===== src/sv/media_format_sniffer_assert.svh =====
// Assertion macros shared by the media format sniffer RTL.
// Included by the modules that carry concurrent assertions; no other dependencies.
`ifndef MEDIA_FORMAT_SNIFFER_ASSERT_SVH
`define MEDIA_FORMAT_SNIFFER_ASSERT_SVH
`ifndef SYNTH
// Property that must hold at every clock edge outside reset.
`define MFS_ASSERT(lbl, clk, rstn, prop) \
  lbl: assert property (@(posedge clk) disable iff (!rstn) (prop)) \
    else $error("media_format_sniffer assertion failed");
// Consequence that must hold in the cycle after the antecedent.
`define MFS_ASSERT_NEXT(lbl, clk, rstn, ante, cons) \
  lbl: assert property (@(posedge clk) disable iff (!rstn) (ante) |=> (cons)) \
    else $error("media_format_sniffer assertion failed");
`else
`define MFS_ASSERT(lbl, clk, rstn, prop)
`define MFS_ASSERT_NEXT(lbl, clk, rstn, ante, cons)
`endif
`endif


===== src/sv/mfs_pkg.sv =====
// Package for the media format sniffer: file type codes, header length and
// the result record passed to the output stage. No dependencies.
`timescale 1ns / 1ps

package mfs_pkg;

  localparam logic [3:0] TYPE_UNKNOWN = 4'd0;
  localparam logic [3:0] TYPE_RM      = 4'd1;
  localparam logic [3:0] TYPE_IFF     = 4'd2;
  localparam logic [3:0] TYPE_AVI     = 4'd3;
  localparam logic [3:0] TYPE_FLIC    = 4'd4;
  localparam logic [3:0] TYPE_QT      = 4'd5;
  localparam logic [3:0] TYPE_NSF     = 4'd6;
  localparam logic [3:0] TYPE_AC3     = 4'd7;
  localparam logic [3:0] TYPE_MPA     = 4'd8;
  localparam logic [3:0] TYPE_MPV     = 4'd9;
  localparam logic [3:0] TYPE_MPS     = 4'd10;

  localparam logic [3:0] HEADER_BYTES = 4'd12;

  typedef struct packed {
    logic       valid;
    logic [3:0] file_type;
  } res_t;

endpackage


===== src/sv/mfs_classify.sv =====
// Header classifier: maps the three big-endian header words to a file type.
// Depends on mfs_pkg for the type codes.
`timescale 1ns / 1ps

module mfs_classify
  import mfs_pkg::*;
(
  input  logic [31:0] w0,
  input  logic [31:0] w1,
  input  logic [31:0] w2,
  output logic [3:0]  file_type
);

  localparam logic [31:0] MAGIC_RM   = 32'h2E524D46;
  localparam logic [31:0] MAGIC_FORM = 32'h464F524D;
  localparam logic [31:0] MAGIC_LIST = 32'h4C495354;
  localparam logic [31:0] MAGIC_PROP = 32'h50524F50;
  localparam logic [31:0] MAGIC_RIFF = 32'h52494646;
  localparam logic [31:0] MAGIC_AVI  = 32'h41564920;
  localparam logic [15:0] MAGIC_FLI  = 16'h11AF;
  localparam logic [15:0] MAGIC_FLC  = 16'h12AF;
  localparam logic [31:0] MAGIC_MOOV = 32'h6D6F6F76;
  localparam logic [31:0] MAGIC_MDAT = 32'h6D646174;
  localparam logic [31:0] MAGIC_SKIP = 32'h736B6970;
  localparam logic [31:0] MAGIC_FREE = 32'h66726565;
  localparam logic [31:0] MAGIC_NESM = 32'h4E45534D;
  localparam logic [7:0]  NSF_EOF    = 8'h1A;
  localparam logic [15:0] MAGIC_AC3  = 16'h0B77;
  localparam logic [10:0] MPA_SYNC   = 11'h7FF;

  logic [3:0] t;

  always_comb begin
    t = TYPE_UNKNOWN;
    if (w0 == MAGIC_RM) begin
      t = TYPE_RM;
    end else if (w0 == MAGIC_FORM || w0 == MAGIC_LIST || w0 == MAGIC_PROP) begin
      t = TYPE_IFF;
    end else if (w0 == MAGIC_RIFF) begin
      if (w2 == MAGIC_AVI) begin
        t = TYPE_AVI;
      end
    end else begin
      if (w1[31:16] == MAGIC_FLI || w1[31:16] == MAGIC_FLC) begin
        t = TYPE_FLIC;
      end
      // A zero first word with an mdat atom is too weak to call QuickTime.
      if (w1 == MAGIC_MOOV || (w1 == MAGIC_MDAT && w0 != 32'h0) ||
          w1 == MAGIC_SKIP || w1 == MAGIC_FREE) begin
        t = TYPE_QT;
      end
    end

    if (w0 == MAGIC_NESM && w1[31:24] == NSF_EOF) begin
      t = TYPE_NSF;
    end

    if (t == TYPE_UNKNOWN && w0[31:16] == MAGIC_AC3) begin
      t = TYPE_AC3;
    end

    // Frame sync, a valid layer, a usable bitrate and sample rate.
    if (t == TYPE_UNKNOWN && w0[31:21] == MPA_SYNC && w0[18:17] != 2'b00 &&
        w0[15:12] != 4'hF && w0[11:10] != 2'b11) begin
      t = TYPE_MPA;
    end
  end

  assign file_type = t;

endmodule


===== src/sv/mfs_out_stage.sv =====
// Two-entry result buffer between the sniffer logic and the output stream.
// Depends on mfs_pkg for the result record and on the assertion macro header.
`timescale 1ns / 1ps
`include "media_format_sniffer_assert.svh"

module mfs_out_stage
  import mfs_pkg::*;
(
  input  logic       clk,
  input  logic       rst_n,
  input  res_t       push_res,
  output logic       push_ready,
  output logic       out_tvalid,
  input  logic       out_tready,
  output logic [7:0] out_tdata    // [3:0] file_type, [7:4] zero
);

  logic [1:0] count_r, count_nxt;
  logic [3:0] head_r, head_nxt;
  logic [3:0] skid_r, skid_nxt;
  logic       pop;
  logic       push;

  assign pop        = out_tvalid && out_tready;
  assign push       = push_res.valid;
  assign push_ready = (count_r != 2'd2);
  assign out_tvalid = (count_r != 2'd0);
  assign out_tdata  = {4'h0, head_r};

  always_comb begin
    count_nxt = count_r;
    head_nxt  = head_r;
    skid_nxt  = skid_r;
    case (count_r)
      2'd0: begin
        if (push) begin
          head_nxt  = push_res.file_type;
          count_nxt = 2'd1;
        end
      end
      2'd1: begin
        if (push && pop) begin
          head_nxt = push_res.file_type;
        end else if (push) begin
          skid_nxt  = push_res.file_type;
          count_nxt = 2'd2;
        end else if (pop) begin
          count_nxt = 2'd0;
        end
      end
      2'd2: begin
        if (pop) begin
          head_nxt  = skid_r;
          count_nxt = 2'd1;
        end
      end
      default: begin
        count_nxt = 2'd0;
      end
    endcase
  end

  always_ff @(posedge clk) begin
    if (!rst_n) begin
      count_r <= 2'd0;
    end else begin
      count_r <= count_nxt;
    end
    head_r <= head_nxt;
    skid_r <= skid_nxt;
  end

  `MFS_ASSERT(a_count_range, clk, rst_n, count_r != 2'd3)
  `MFS_ASSERT(a_full_no_push, clk, rst_n, !(count_r == 2'd2 && push))
  `MFS_ASSERT_NEXT(a_skid_moves_up, clk, rst_n, count_r == 2'd2 && pop, count_r == 2'd1 && head_r == $past(skid_r))

endmodule


===== src/sv/media_format_sniffer.sv =====
// Top level of the media format sniffer: byte intake, header capture,
// start-code scan and result push. Depends on mfs_pkg, mfs_classify,
// mfs_out_stage and the assertion macro header.
//
// Usage: the file is streamed in one byte per transfer on the in_ channel,
// in file order, with in_tlast high on the final byte. For each file exactly
// one file_type is delivered on the out_ channel, and the block then rearms
// for the next file. The type is decided when the twelfth byte arrives, or at
// the final byte of a shorter file; if the header matches no known format the
// MPEG start-code scan decides, which may take until the end of the file.
// Bytes after the answer are taken and dropped until in_tlast.
// Throughput is one byte per cycle while in_tready is high: each byte is handled by one pass of the
// capture, scan and classify logic between the state registers and the
// two-entry result buffer. A result is visible on out_tvalid in the cycle after
// the transfer of the byte that decides it.
// Reset clears the header, scan state and result buffer. While the receiver
// stalls, the buffer holds up to two results and in_tready drops only when
// both entries are full.
`timescale 1ns / 1ps
`include "media_format_sniffer_assert.svh"

module media_format_sniffer
  import mfs_pkg::*;
(
  input  logic       clk,
  input  logic       rst_n,
  input  logic       in_tvalid,
  output logic       in_tready,
  input  logic [7:0] in_tdata,    // [7:0] file_byte
  input  logic       in_tlast,    // last_byte
  output logic       out_tvalid,
  input  logic       out_tready,
  output logic [7:0] out_tdata    // [3:0] file_type, [7:4] zero
);

  localparam logic [23:0] START_PREFIX = 24'h000001;
  localparam logic [7:0]  CODE_VIDEO   = 8'hB3;
  localparam logic [7:0]  CODE_SYSTEM  = 8'hBA;
  localparam logic [3:0]  SCAN_MIN     = 4'd4;

  logic [31:0] w0_r, w0_nxt;
  logic [31:0] w1_r, w1_nxt;
  logic [31:0] w2_r, w2_nxt;
  logic [3:0]  bytes_seen_r, bytes_seen_nxt;
  logic [31:0] window_r, window_nxt;
  logic [3:0]  scan_out_r, scan_out_nxt;
  logic        scan_done_r, scan_done_nxt;
  logic        answer_r, answer_nxt;

  logic        in_fire;
  logic        hdr_done;
  logic        hdr_end;
  logic [31:0] ins;
  logic [3:0]  hdr_type;
  res_t        res;

  assign in_fire  = in_tvalid && in_tready;
  assign hdr_done = (bytes_seen_r == HEADER_BYTES);
  // New byte placed big-endian at its slot inside the current header word.
  assign ins      = {in_tdata, 24'h0} >> {bytes_seen_r[1:0], 3'b000};

  mfs_classify u_classify (
    .w0        (w0_nxt),
    .w1        (w1_nxt),
    .w2        (w2_nxt),
    .file_type (hdr_type)
  );

  always_comb begin
    w0_nxt         = w0_r;
    w1_nxt         = w1_r;
    w2_nxt         = w2_r;
    bytes_seen_nxt = bytes_seen_r;
    window_nxt     = window_r;
    scan_out_nxt   = scan_out_r;
    scan_done_nxt  = scan_done_r;
    hdr_end        = 1'b0;
    res.valid      = 1'b0;
    res.file_type  = TYPE_UNKNOWN;
    if (!answer_r) begin
      if (!hdr_done) begin
        case (bytes_seen_r[3:2])
          2'd0:    w0_nxt = w0_r | ins;
          2'd1:    w1_nxt = w1_r | ins;
          default: w2_nxt = w2_r | ins;
        endcase
        bytes_seen_nxt = bytes_seen_r + 4'd1;
      end
      if (!scan_done_r) begin
        window_nxt = {window_r[23:0], in_tdata};
        if (bytes_seen_nxt >= SCAN_MIN && window_nxt[31:8] == START_PREFIX) begin
          scan_done_nxt = 1'b1;
          case (window_nxt[7:0])
            CODE_VIDEO:  scan_out_nxt = TYPE_MPV;
            CODE_SYSTEM: scan_out_nxt = TYPE_MPS;
            default:     scan_out_nxt = TYPE_UNKNOWN;
          endcase
        end
      end
      hdr_end = (bytes_seen_nxt == HEADER_BYTES) || in_tlast;
      if (!hdr_done && hdr_end && hdr_type != TYPE_UNKNOWN) begin
        res.valid     = 1'b1;
        res.file_type = hdr_type;
      end else if (hdr_end) begin
        if (scan_done_nxt) begin
          res.valid     = 1'b1;
          res.file_type = scan_out_nxt;
        end else if (in_tlast) begin
          res.valid     = 1'b1;
          res.file_type = TYPE_UNKNOWN;
        end
      end
    end
    answer_nxt = answer_r | res.valid;
  end

  always_ff @(posedge clk) begin
    if (!rst_n) begin
      w0_r         <= 32'h0;
      w1_r         <= 32'h0;
      w2_r         <= 32'h0;
      bytes_seen_r <= 4'd0;
      window_r     <= 32'h0;
      scan_out_r   <= TYPE_UNKNOWN;
      scan_done_r  <= 1'b0;
      answer_r     <= 1'b0;
    end else if (in_fire) begin
      if (in_tlast) begin
        // The final byte of a file rearms everything for the next one.
        w0_r         <= 32'h0;
        w1_r         <= 32'h0;
        w2_r         <= 32'h0;
        bytes_seen_r <= 4'd0;
        window_r     <= 32'h0;
        scan_out_r   <= TYPE_UNKNOWN;
        scan_done_r  <= 1'b0;
        answer_r     <= 1'b0;
      end else begin
        w0_r         <= w0_nxt;
        w1_r         <= w1_nxt;
        w2_r         <= w2_nxt;
        bytes_seen_r <= bytes_seen_nxt;
        window_r     <= window_nxt;
        scan_out_r   <= scan_out_nxt;
        scan_done_r  <= scan_done_nxt;
        answer_r     <= answer_nxt;
      end
    end
  end

  res_t push_res;
  assign push_res.valid     = res.valid && in_fire;
  assign push_res.file_type = res.file_type;

  mfs_out_stage u_out_stage (
    .clk        (clk),
    .rst_n      (rst_n),
    .push_res   (push_res),
    .push_ready (in_tready),
    .out_tvalid (out_tvalid),
    .out_tready (out_tready),
    .out_tdata  (out_tdata)
  );

  `MFS_ASSERT_NEXT(a_rearm_after_last, clk, rst_n, in_fire && in_tlast, bytes_seen_r == 4'd0 && !answer_r && !scan_done_r)

endmodule


===== config.mk =====
export PLATFORM = sky130hd
export DESIGN_NAME = media_format_sniffer
export DESIGN_NICKNAME = d
export VERILOG_FILES = /design/src/sv/mfs_pkg.sv /design/src/sv/mfs_classify.sv /design/src/sv/mfs_out_stage.sv /design/src/sv/media_format_sniffer.sv
export VERILOG_INCLUDE_DIRS = /design/src /design/src/sv
export SDC_FILE = /design/constraint.sdc
export NUM_CORES = 1
export LEC_CHECK = 0
export BUFFER_PORTS_ARGS = -buffer_cell sky130_fd_sc_hd__buf_2
export CAP_MARGIN = 10
export CORE_MARGIN = 1
export CORE_UTILIZATION = 58
export CTS_BUF_LIST = sky130_fd_sc_hd__clkbuf_2 sky130_fd_sc_hd__clkbuf_4 sky130_fd_sc_hd__clkbuf_8
export DETAILED_ROUTE_END_ITERATION = 10
export PLACE_DENSITY = 0.78
export SYNTH_ARGS = -nofsm -noshare
export SYNTH_HDL_FRONTEND = slang
export SYNTH_SLANG_ARGS = --single-unit

===== constraint.sdc =====
create_clock -name clk -period 3.75 [get_ports clk]
set_clock_uncertainty 0.15 [all_clocks]
set_input_delay 0.375 -clock clk [delete_from_list [all_inputs] [get_ports clk]]
set_output_delay 0.375 -clock clk [all_outputs]
set_load 0.02 [all_outputs]

==> metrics, run 1 <==
status finished clean; #FFs+latches synth 140; Reg area 0.00289 sq mm; Inserted Diodes 0; Buffers on Ports 18; Avg Inst Size Synth 7.71 sq um; antenna viol nets, final 0; first-pass GRT wire length 41400 um; share of cells above drive strength 1 23.0%; total power 3180 uW; Fillers 1048; Final Core Density 72.7%; pin count of the biggest net entering global routing 101; CP required 3.79 ns; Worst-path clk slew 0.08 ns; Area growth syn-to-layout 21.9%; Die H 116 um; endpoints failing setup 0; clk buf depth 2; final-report hold violation count 0; Die Wd 116 um; Via density 6.72; global-route usage over all layers 41.1%; core area 0.0126 sq mm; max-cap violations 0; commonest non-fill, non-tap cell in the layout nor2_1; yosys warns 0; register area share after synthesis 38.3%; Final Cycle Share 97.5%; per-cell routed wire length 21.5 um; worst path arrival time 3.70 ns; cell area after synthesis 0.00752 sq mm; Yosys cell types 77; clock tree sinks 140; Die ar. 0.0134 sq mm; PwrDens 347 mW/mm^2; H-tree Lvls 4; worst hold slack 0.244 ns; number of synthesized flops with an enable pin 8; Critical Path Fanout Max 12; First-pass DRT Iterations 6; min-delay worst type in2reg; clk_lat worst skew 0.48 ns; global placement routability congestion 1.01; Residual DRC 0; fraction of registers with async set/reset 0%; CTS Buf Count 17; CP endpoint kind flip-flop; drt total wl 26900 um; CTS root buffer clkbuf_8; Slew Limit Fails 0; Slew @ Worst Pin 1.12 ns; max frequency 274 MHz; multi-input logic area 0.00438 sq mm; Setup CP Type reg2reg; TNS Setup 0 ns; nets 1081; Lkg Pwr 0.00334 uW; post-DP HPWL 19000 um; initial antenna violation count 0; Starting Density 59.6%; Period minus WS final 3.65 ns; TritonCTS clock tree done; site row count 41; DR vias 8409; Remaining Overflow, GRT 0; Setup crit start kind flip-flop; 1st-iter DRT viols 1180; Top FF cell, synth dfxtp_1; Max-slew headroom 25.4%; vias in the first global route 7516; Worst VDD drop 0.368 mV; most frequent cells in the layout nor2_1, dfxtp_1, buf_4; # IOs 23; Synth Instances 976
flip-flops by register name (all words and copies together), names as in the netlist:
name and count:
answer_r 1, bytes_seen_r 4, scan_done_r 1, scan_out_r 4, u_out_stage.count_r 2, u_out_stage.head_r 4, u_out_stage.skid_r 4, w0_r 32
w1_r 32, w2_r 32, window_r 24
final timing paths:
kind         slack [ns]  depth (start not counted)               endpoint            start
max                 0.1                         12  u_out_stage.head_r[3]  bytes_seen_r[0]
min                0.24                          3               w1_r[10]      in_tdata[2]
max reg2reg         0.1                         12  u_out_stage.head_r[3]  bytes_seen_r[0]
min reg2reg        0.29                          2          scan_out_r[2]    scan_out_r[2]
per-layer routing:
metal | GRT usage, % | wire length (um)
met5 | 0 | 0
met4 | 20.0 | 1190
met3 | 8.58 | 3030
met2 | 62.3 | 11700
met1 | 55.5 | 10900
through the flow:
step | setup WS [ns] | area (sq um) | instances
after global placement | -0.0410 | 8550 | 1211
after detailed placement | -0.108 | 8550 | 1211
after global routing | -0.0228 | 9170 | 1251
final | 0.0954 | 9170 | 1251
after floorplan | 0.0764 | 7540 | 979
after CTS | 0.0153 | 8990 | 1247
worst max-delay path: stages, from the launching register on:
cell	delay, ns
dfxtp_2	0.39
buf_4	0.16
nor2b_2	0.21
a31oi_1	0.13
or4b_4	0.52
or2_4	0.29
or4_4	0.53
o32ai_4	0.13
o21ai_2	0.14
a21oi_4	0.22
o31ai_2	0.09
o32ai_2	0.24
buf_4	0.17
power breakdown:
part / total, uW / switching (uW) / internal [uW]
Sequential: 1530 / 17.8 / 1510
Combinational: 383 / 248 / 136
Clock: 1260 / 652 / 611
Total: 3180 / 917 / 2260
cell usage after synthesis, drive strengths merged (4+ instances only):
cell type / instances / area share, %
a22oi: 26 / 2.6
or2: 9 / 0.78
dfxtp: 132 / 35
a21o: 4 / 0.40
and3: 11 / 0.91
nor2b: 10 / 0.83
nor2: 188 / 9.4
edfxtp: 8 / 3.2
clkbuf: 59 / 2.9
o21ai: 17 / 1.2
nor4b: 6 / 0.70
and3b: 5 / 0.58
and2: 9 / 0.75
nand2: 29 / 1.4
nor3b: 7 / 0.91
mux2i: 8 / 1.1
nand3: 21 / 1.4
mux2: 4 / 0.60
nand2b: 6 / 0.50
nor4: 38 / 3.2
o31ai: 11 / 1.1
a21oi: 96 / 6.4
inv: 17 / 0.85
a211oi: 15 / 1.5
a31oi: 87 / 7.2
or3: 6 / 0.50
nand4: 22 / 1.8
nor3: 35 / 2.4
buf: 28 / 2.0
cells by family (layout without fill, tap and decap cells):
kind of cell               after synthesis  count (layout)  synth area share, %
and+or+nand+nor                        416             416                 27.9
xor gates and xnor gates                 1               1                0.116
adders and majority gates                2               2                0.333
DFF                                    140             140                 38.3
AOI/OAI and AO/OA                      299             299                 25.8
muxes                                   12              12                 1.66
other                                    1               4               0.0498
buffers and inverters                  105             205                 5.87
area by class of cell:
cell class                      instances  share of cell area [%]
Clock inverter                         14                    1.69
Sequential cell                       140                    31.5
Multi-Input combinational cell        734                    47.7
Clock buffer                           18                    2.63
Timing Repair Buffer                  155                    13.3
Inverter                               18                   0.737
Tap cell                              172                    2.35
what timing repair did:
item                                    in CTS  in global routing
buffers inserted                             3                  4
gates resized for setup                      1                 36
endpoints found under the hold margin        1                  0
hold buffers                                 1                  0
pin swaps                                    2                  8
endpoints found under the setup margin       5                 16
Power figures use the tool's default switching activity.
==> inputs of run 2 (changes only) <==
CORE_ASPECT_RATIO = 1.4   (was unset)
SYNTH_HIERARCHICAL = 1   (was unset)
==> run 2 against run 1 <==
  * Count of clock-buffer cells in the layout increased by 3
  * Total power decreased by 0.45%
  * The flow now finishes with violations (negative setup slack)
  * Die area decreased by 6.0%
  * Combinational power increased by 9.7%
==> metrics, run 2 <==
Synth Area in Adders 0.355%; Max-slew headroom 17.4%; launch point of the worst path bytes_seen_r[0]; number of synthesized flops with an enable pin 8; site row count 47; First-pass DRT Iterations 10; max-cap violations 0; Critical Path Fanout Max 6; Yosys cell types 75; Worst Setup Slack, final -1.07 ns; H-tree Lvls 4; worst hold slack 0.0605 ns; commonest non-fill, non-tap cell in the layout buf_4; Worst Setup EP u_out_stage/head_r[0]; Synth Instances 848; CP required 3.77 ns; CP max stage delay 0.54 ns; worst path buffer plus inverter count 6; global-route usage over all layers 43.8%; Die Wd 95.2 um; Inserted Diodes 0; Post-Synth Simple-Gate Area 27.1%; initial antenna violation count 0; Die ar. 0.0126 sq mm; TritonCTS clock tree done; register area share after synthesis 40.8%; fraction of registers with async set/reset 0%; Setup crit start kind flip-flop; Reg area 0.00289 sq mm; most frequent cells in the layout buf_4, nor2_1, dfxtp_1; clk_lat worst skew 0.47 ns; Slew Limit Fails 0; mux share of post-synthesis cell area 1.28%; Design Area, Final 0.00998 sq mm; failing checks negative setup slack; cell area after synthesis 0.00706 sq mm; Die H 133 um; antenna viol nets, final 0; Worst VDD drop 0.442 mV; share of cells above drive strength 1 37.2%; core area 0.0118 sq mm; Sw Ratio 29.3%; pin count of the biggest net entering global routing 99; Remaining Overflow, GRT 0; Avg Inst Size Synth 8.32 sq um; DP Cell Count 1158; nets 1076; Final Instance Count excl. Fillers 1221; clock network power share 38.4%; largest family of logic cells by synthesized area simple AND/OR/NAND/NOR gates; unrepaired setup endpoints after global routing true; global placement routability congestion 0.996; clk buf depth 2; Top FF cell, synth dfxtp_1; Placed Area 0.00885 sq mm; post-synth top area share 37.4%; drt total wl 28400 um; yosys warns 6; worst path arrival time 4.84 ns; crit path max-delay cell type or4_4; Critical Path Most Common Cell nor4_4; final-report hold violation count 0; Final Cycle Share 129%; Hold Crit Start rst_n; 1st-iter DRT viols 949; Worst Reg-to-Reg Cells 24; pre-CTS setup slack -1.09 ns; largest registers w0_r x32, w1_r x32, w2_r x32; post-synthesis xor/xnor area fraction 0.124%; delay-heaviest family, CP simple AND/OR/NAND/NOR gates; #FFs+latches synth 140; Lkg Pwr 0.00413 uW; Setup CP Type reg2reg; multi-input logic area 0.00445 sq mm; Starting Density 59.7%; Crit path depth 24; post-DP HPWL 17900 um; first-pass GRT wire length 41700 um; Buffers on Ports 18; largest area contributor in the netlist dfxtp_1; sequential share of power 48.3%; DR vias 8319; P_int 2240 uW; Period minus WS final 4.82 ns; min-delay worst type in2reg; endpoints failing setup 19; clock tree sinks 140; CTS Buf Count 17; Worst-path clk slew 0.09 ns; Final Core Density 84.4%; # IOs 23; CP endpoint kind flip-flop; per-cell routed wire length 23.3 um; Area growth syn-to-layout 41.4%; vias in the first global route 7935; post-synthesis compound-gate area fraction 25.5%; status finished, violations left; P_sw 927 uW; Synth area leaders dfxtp_1, o21bai_1, nor2_1; Fillers 621; R2R Setup Slk -1.07 ns; Critical R2R Launch bytes_seen_r[0]; max frequency 207 MHz; CTS root buffer clkbuf_8; most common cell in the netlist nor2_1; Worst R2R End u_out_stage/head_r[0]; Post-synth top cells nor2_1, dfxtp_1, o21bai_1; Residual DRC 0; Via density 6.81; PwrDens 317 mW/mm^2; Gate power share 13.3%; Slew @ Worst Pin 1.23 ns; crit path cell chain inv_4 -> ha_4 -> and3_4 -> nor4_4 -> buf_4 -> clkbuf_16 -> nand2_8 -> o21bai_1 -> buf_4 -> or4_4 -> nor4_4 -> a31oi_4 -> o211ai_2 -> a311oi_2 -> buf_4 -> buf_6 -> nor4_4 -> nor4_4 -> nor2_2 -> o31ai_1 -> a21boi_1 -> nand2b_1 -> a21oi_2 -> or2_4
[run 2: cell count changes in the layout (fill, tap and decap cells not counted), moves of 11 or more]
cell,previous run,this run
nor2_1,185,136
a21o_1,4,16
a21oi_1,94,54
nand2_1,29,46
o21bai_2,0,15
and2_1,9,20
a211oi_1,13,0
nor4_1,32,13
buf_4,125,222
o21bai_1,1,59
nand3_1,21,8
a31oi_1,87,53
nor3_1,31,6
[run 2: logic make-up after synthesis]
group / after synthesis
AO/OA/AOI/OAI: 261
XOR/XNOR: 1
adder cells (fa/ha/maj): 2
buffers and inverters: 81
flip-flops: 140
multiplexers: 7
other: 1
AND/OR/NAND/NOR: 355
[run 2: worst min path at each step]
| stage | end | slack [ns] | depth (start not counted) |
|---|---|---|---|
| after floorplan | w0_r[28] | 0.28 | 2 |
| after global placement | w1_r[23] | 0.29 | 2 |
| after detailed placement | w2_r[9] | 0.30 | 2 |
| after CTS | u_out_stage/count_r[0] | 0.05 | 2 |
| after global routing | u_out_stage/count_r[0] | 0.06 | 2 |
| final | u_out_stage/count_r[0] | 0.06 | 2 |
[run 2: layout make-up]
type | instances | share of cell area, %
repair buffers | 256 | 20.1
well taps | 147 | 1.84
clock buffers | 21 | 2.90
multi-input cells | 630 | 44.6
flip-flops and latches | 140 | 28.9
inverters | 16 | 0.677
clock inverters | 11 | 0.978
[run 2: repair_timing]
item                       CTS  global route
pin swaps                   21            13
setup endpoints to repair   19            19
hold buffers                 1             0
gates resized for setup     66            28
cloned                       1             0
buffers inserted            21            12
hold endpoints to repair     1             0
[run 2: power by group through the flow]
stage / Combinational, uW / Sequential, uW / Clock (uW)
2_1_floorplan: 180 / 1560 / 0
3_3_place_gp: 343 / 1560 / 0
3_5_place_dp: 352 / 1560 / 0
4_1_cts: 386 / 1530 / 1200
5_1_grt: 435 / 1530 / 1260
6_report: 420 / 1530 / 1210
[run 2: metal layers]
layer	share of wire, %	GRT usage [%]
met1	36	52.5
met2	46	68.4
met3	9.9	10.6
met4	8.3	28.8
met5	0	0
[run 2: metrics by stage]
step	power [uW]	TNS [ns]
global placement	1900	-15.61
detailed placement	1910	-16.23
floorplan	1740	-9.85
CTS	3110	-12.46
global route	3230	-20.82
finish	3160	-17.76
==> inputs of run 3 (changes only) <==
BUFFER_PORTS_ARGS = unset   (was -buffer_cell sky130_fd_sc_hd__buf_2)
CORE_UTILIZATION = 60   (was 58)
DONT_BUFFER_PORTS = 1   (was unset)
PLACE_DENSITY = 0.79   (was 0.78)
SKIP_LAST_GASP = 1   (was unset)
==> run 3 against run 2 <==
  * The flow still finishes with violations (negative setup slack)
  * Global-route usage down 0.081 points
  * Critical path depth down 3
  * Sequential cell count unchanged
  * First-iteration DRC count down 25%
  * Total power up 1.4%
  * Count of clock-buffer cells in the layout down 4
  * Highest routed layer is now met5
  * Fmax about the same
  * Worst hold slack worse by 0.038 ns
  * Largest cell class unchanged
  * Clock power up 9.9%
  * Sequential share of layout area up 1.2 points
  * Non-clock buffer count down 47
  * Largest power group unchanged
  * Wire length down 6.1%
==> metrics, run 3 (synthesis gave the netlist of run 2 again) <==
TritonCTS clock tree done; most frequent cells in the layout buf_4, nor2_1, dfxtp_1; initial antenna violation count 1; H-tree Lvls 4; CP required 3.82 ns; pin count of the biggest net entering global routing 41; Period minus WS final 4.82 ns; clk_lat worst skew 0.45 ns; per-cell routed wire length 22.8 um; status finished, violations left; unrepaired setup endpoints after global routing true; clock tree sinks 140; Reg area 0.00289 sq mm; failing checks negative setup slack; final-report hold violation count 0; largest registers w0_r x32, w1_r x32, w2_r x32; Remaining Overflow, GRT 0; Starting Density 61.9%; vias in the first global route 7412; global placement routability congestion 0.974; Critical Path Fanout Max 10; First-pass DRT Iterations 6; Worst Setup Slack, final -1.07 ns; 1st-iter DRT viols 709; share of cells above drive strength 1 32.6%; Worst VDD drop 0.341 mV; Buffers on Ports 0; Fillers 643; first-pass GRT wire length 39800 um; Lkg Pwr 0.00387 uW; DR vias 7756; Slew @ Worst Pin 1.20 ns; commonest non-fill, non-tap cell in the layout buf_4; # IOs 23; worst path arrival time 4.89 ns; Final Cycle Share 129%; Die Wd 93.7 um; Area growth syn-to-layout 35.8%; Inserted Diodes 0; pre-CTS setup slack -1.08 ns; min-delay worst type in2reg; Via density 6.63; endpoints failing setup 19; PwrDens 335 mW/mm^2; Residual DRC 0; Max-slew headroom 19.2%; max frequency 207 MHz; CTS root buffer clkbuf_8; max-cap violations 0; Design Area, Final 0.00959 sq mm; drt total wl 26700 um; site row count 46; Final Core Density 84.1%; antenna viol nets, final 0; Worst-path clk slew 0.09 ns; Die ar. 0.0122 sq mm; multi-input logic area 0.00435 sq mm; CTS Buf Count 17; CP endpoint kind flip-flop; total power 3210 uW; Placed Area 0.00853 sq mm; core area 0.0114 sq mm; Die H 130 um; post-DP HPWL 17300 um; Setup CP Type reg2reg; global-route usage over all layers 43.7%; Slew Limit Fails 0; nets 1029; Setup crit start kind flip-flop; clk buf depth 2
run 3: through the flow:
| stage | hold slack (ns) | instances | setup TNS (ns) |
|---|---|---|---|
| global placement | 0.293 | 1109 | -16.66 |
| finish | 0.0223 | 1170 | -16.42 |
| detailed placement | 0.301 | 1109 | -16.97 |
| CTS | 0.0391 | 1158 | -12.02 |
| global route | 0.0204 | 1170 | -18.90 |
| floorplan | 0.278 | 851 | -9.85 |
run 3: critical path, cell delays in order, from the launching register on:
cell and delay, ns:
dfxtp_2 0.38, inv_4 0.05, ha_4 0.15, and3_4 0.21, buf_12 0.13, nor4_4 0.18
buf_12 0.17, nand2_1 0.08, o21bai_1 0.18, buf_4 0.17, nand4_1 0.20, or4b_1 0.61
nor4_4 0.22, a311oi_2 0.09, nand3b_1 0.24, nor4_2 0.27, nor2_1 0.10, o31ai_1 0.28
a21boi_1 0.15, nor2b_2 0.18, and2_4 0.14, or2_4 0.25
run 3: final timing paths:
check	from	end	slack [ns]	cells past startpoint
worst max-delay path	bytes_seen_r[0]	u_out_stage/head_r[0]	-1.07	21
worst max register to register	bytes_seen_r[0]	u_out_stage/head_r[0]	-1.07	21
worst min register to register	w2_r[11]	w2_r[11]	0.32	2
worst min-delay path	out_tready	u_out_stage/count_r[0]	0.02	2
run 3: final cells by class:
| class | instances | area share, % |
|---|---|---|
| Multi-Input combinational cell | 630 | 45.3 |
| Sequential cell | 140 | 30.1 |
| Timing Repair Buffer | 209 | 17.7 |
| Clock buffer | 17 | 2.44 |
| Clock inverter | 14 | 1.91 |
| Tap cell | 144 | 1.88 |
| Inverter | 16 | 0.679 |
run 3: per-layer routing:
metal  vias up  share of wire [%]  global-route usage [%]
li1       3431                  -                       -
met5         -              0.049                       0
met1      3665                 37                    52.4
met4         2                6.4                    29.0
met2       529                 48                    70.7
met3       129                8.8                    9.03
run 3: power by group:
| part | switching [uW] | leakage [uW] | total (uW) | internal, uW |
|---|---|---|---|---|
| clock network | 658 | 0.000206 | 1330 | 671 |
| registers | 17.2 | 0.00114 | 1530 | 1510 |
| logic | 200 | 0.00252 | 347 | 147 |
| total | 876 | 0.00387 | 3210 | 2330 |
run 3: repair_timing:
action                                  CTS  global route
cloned                                    0             1
hold endpoints to repair                 59             0
endpoints found under the setup margin   19            19
buffers inserted                          7            11
hold buffers                             11             0
resized for setup                        28            33
pin swaps                                 9            22
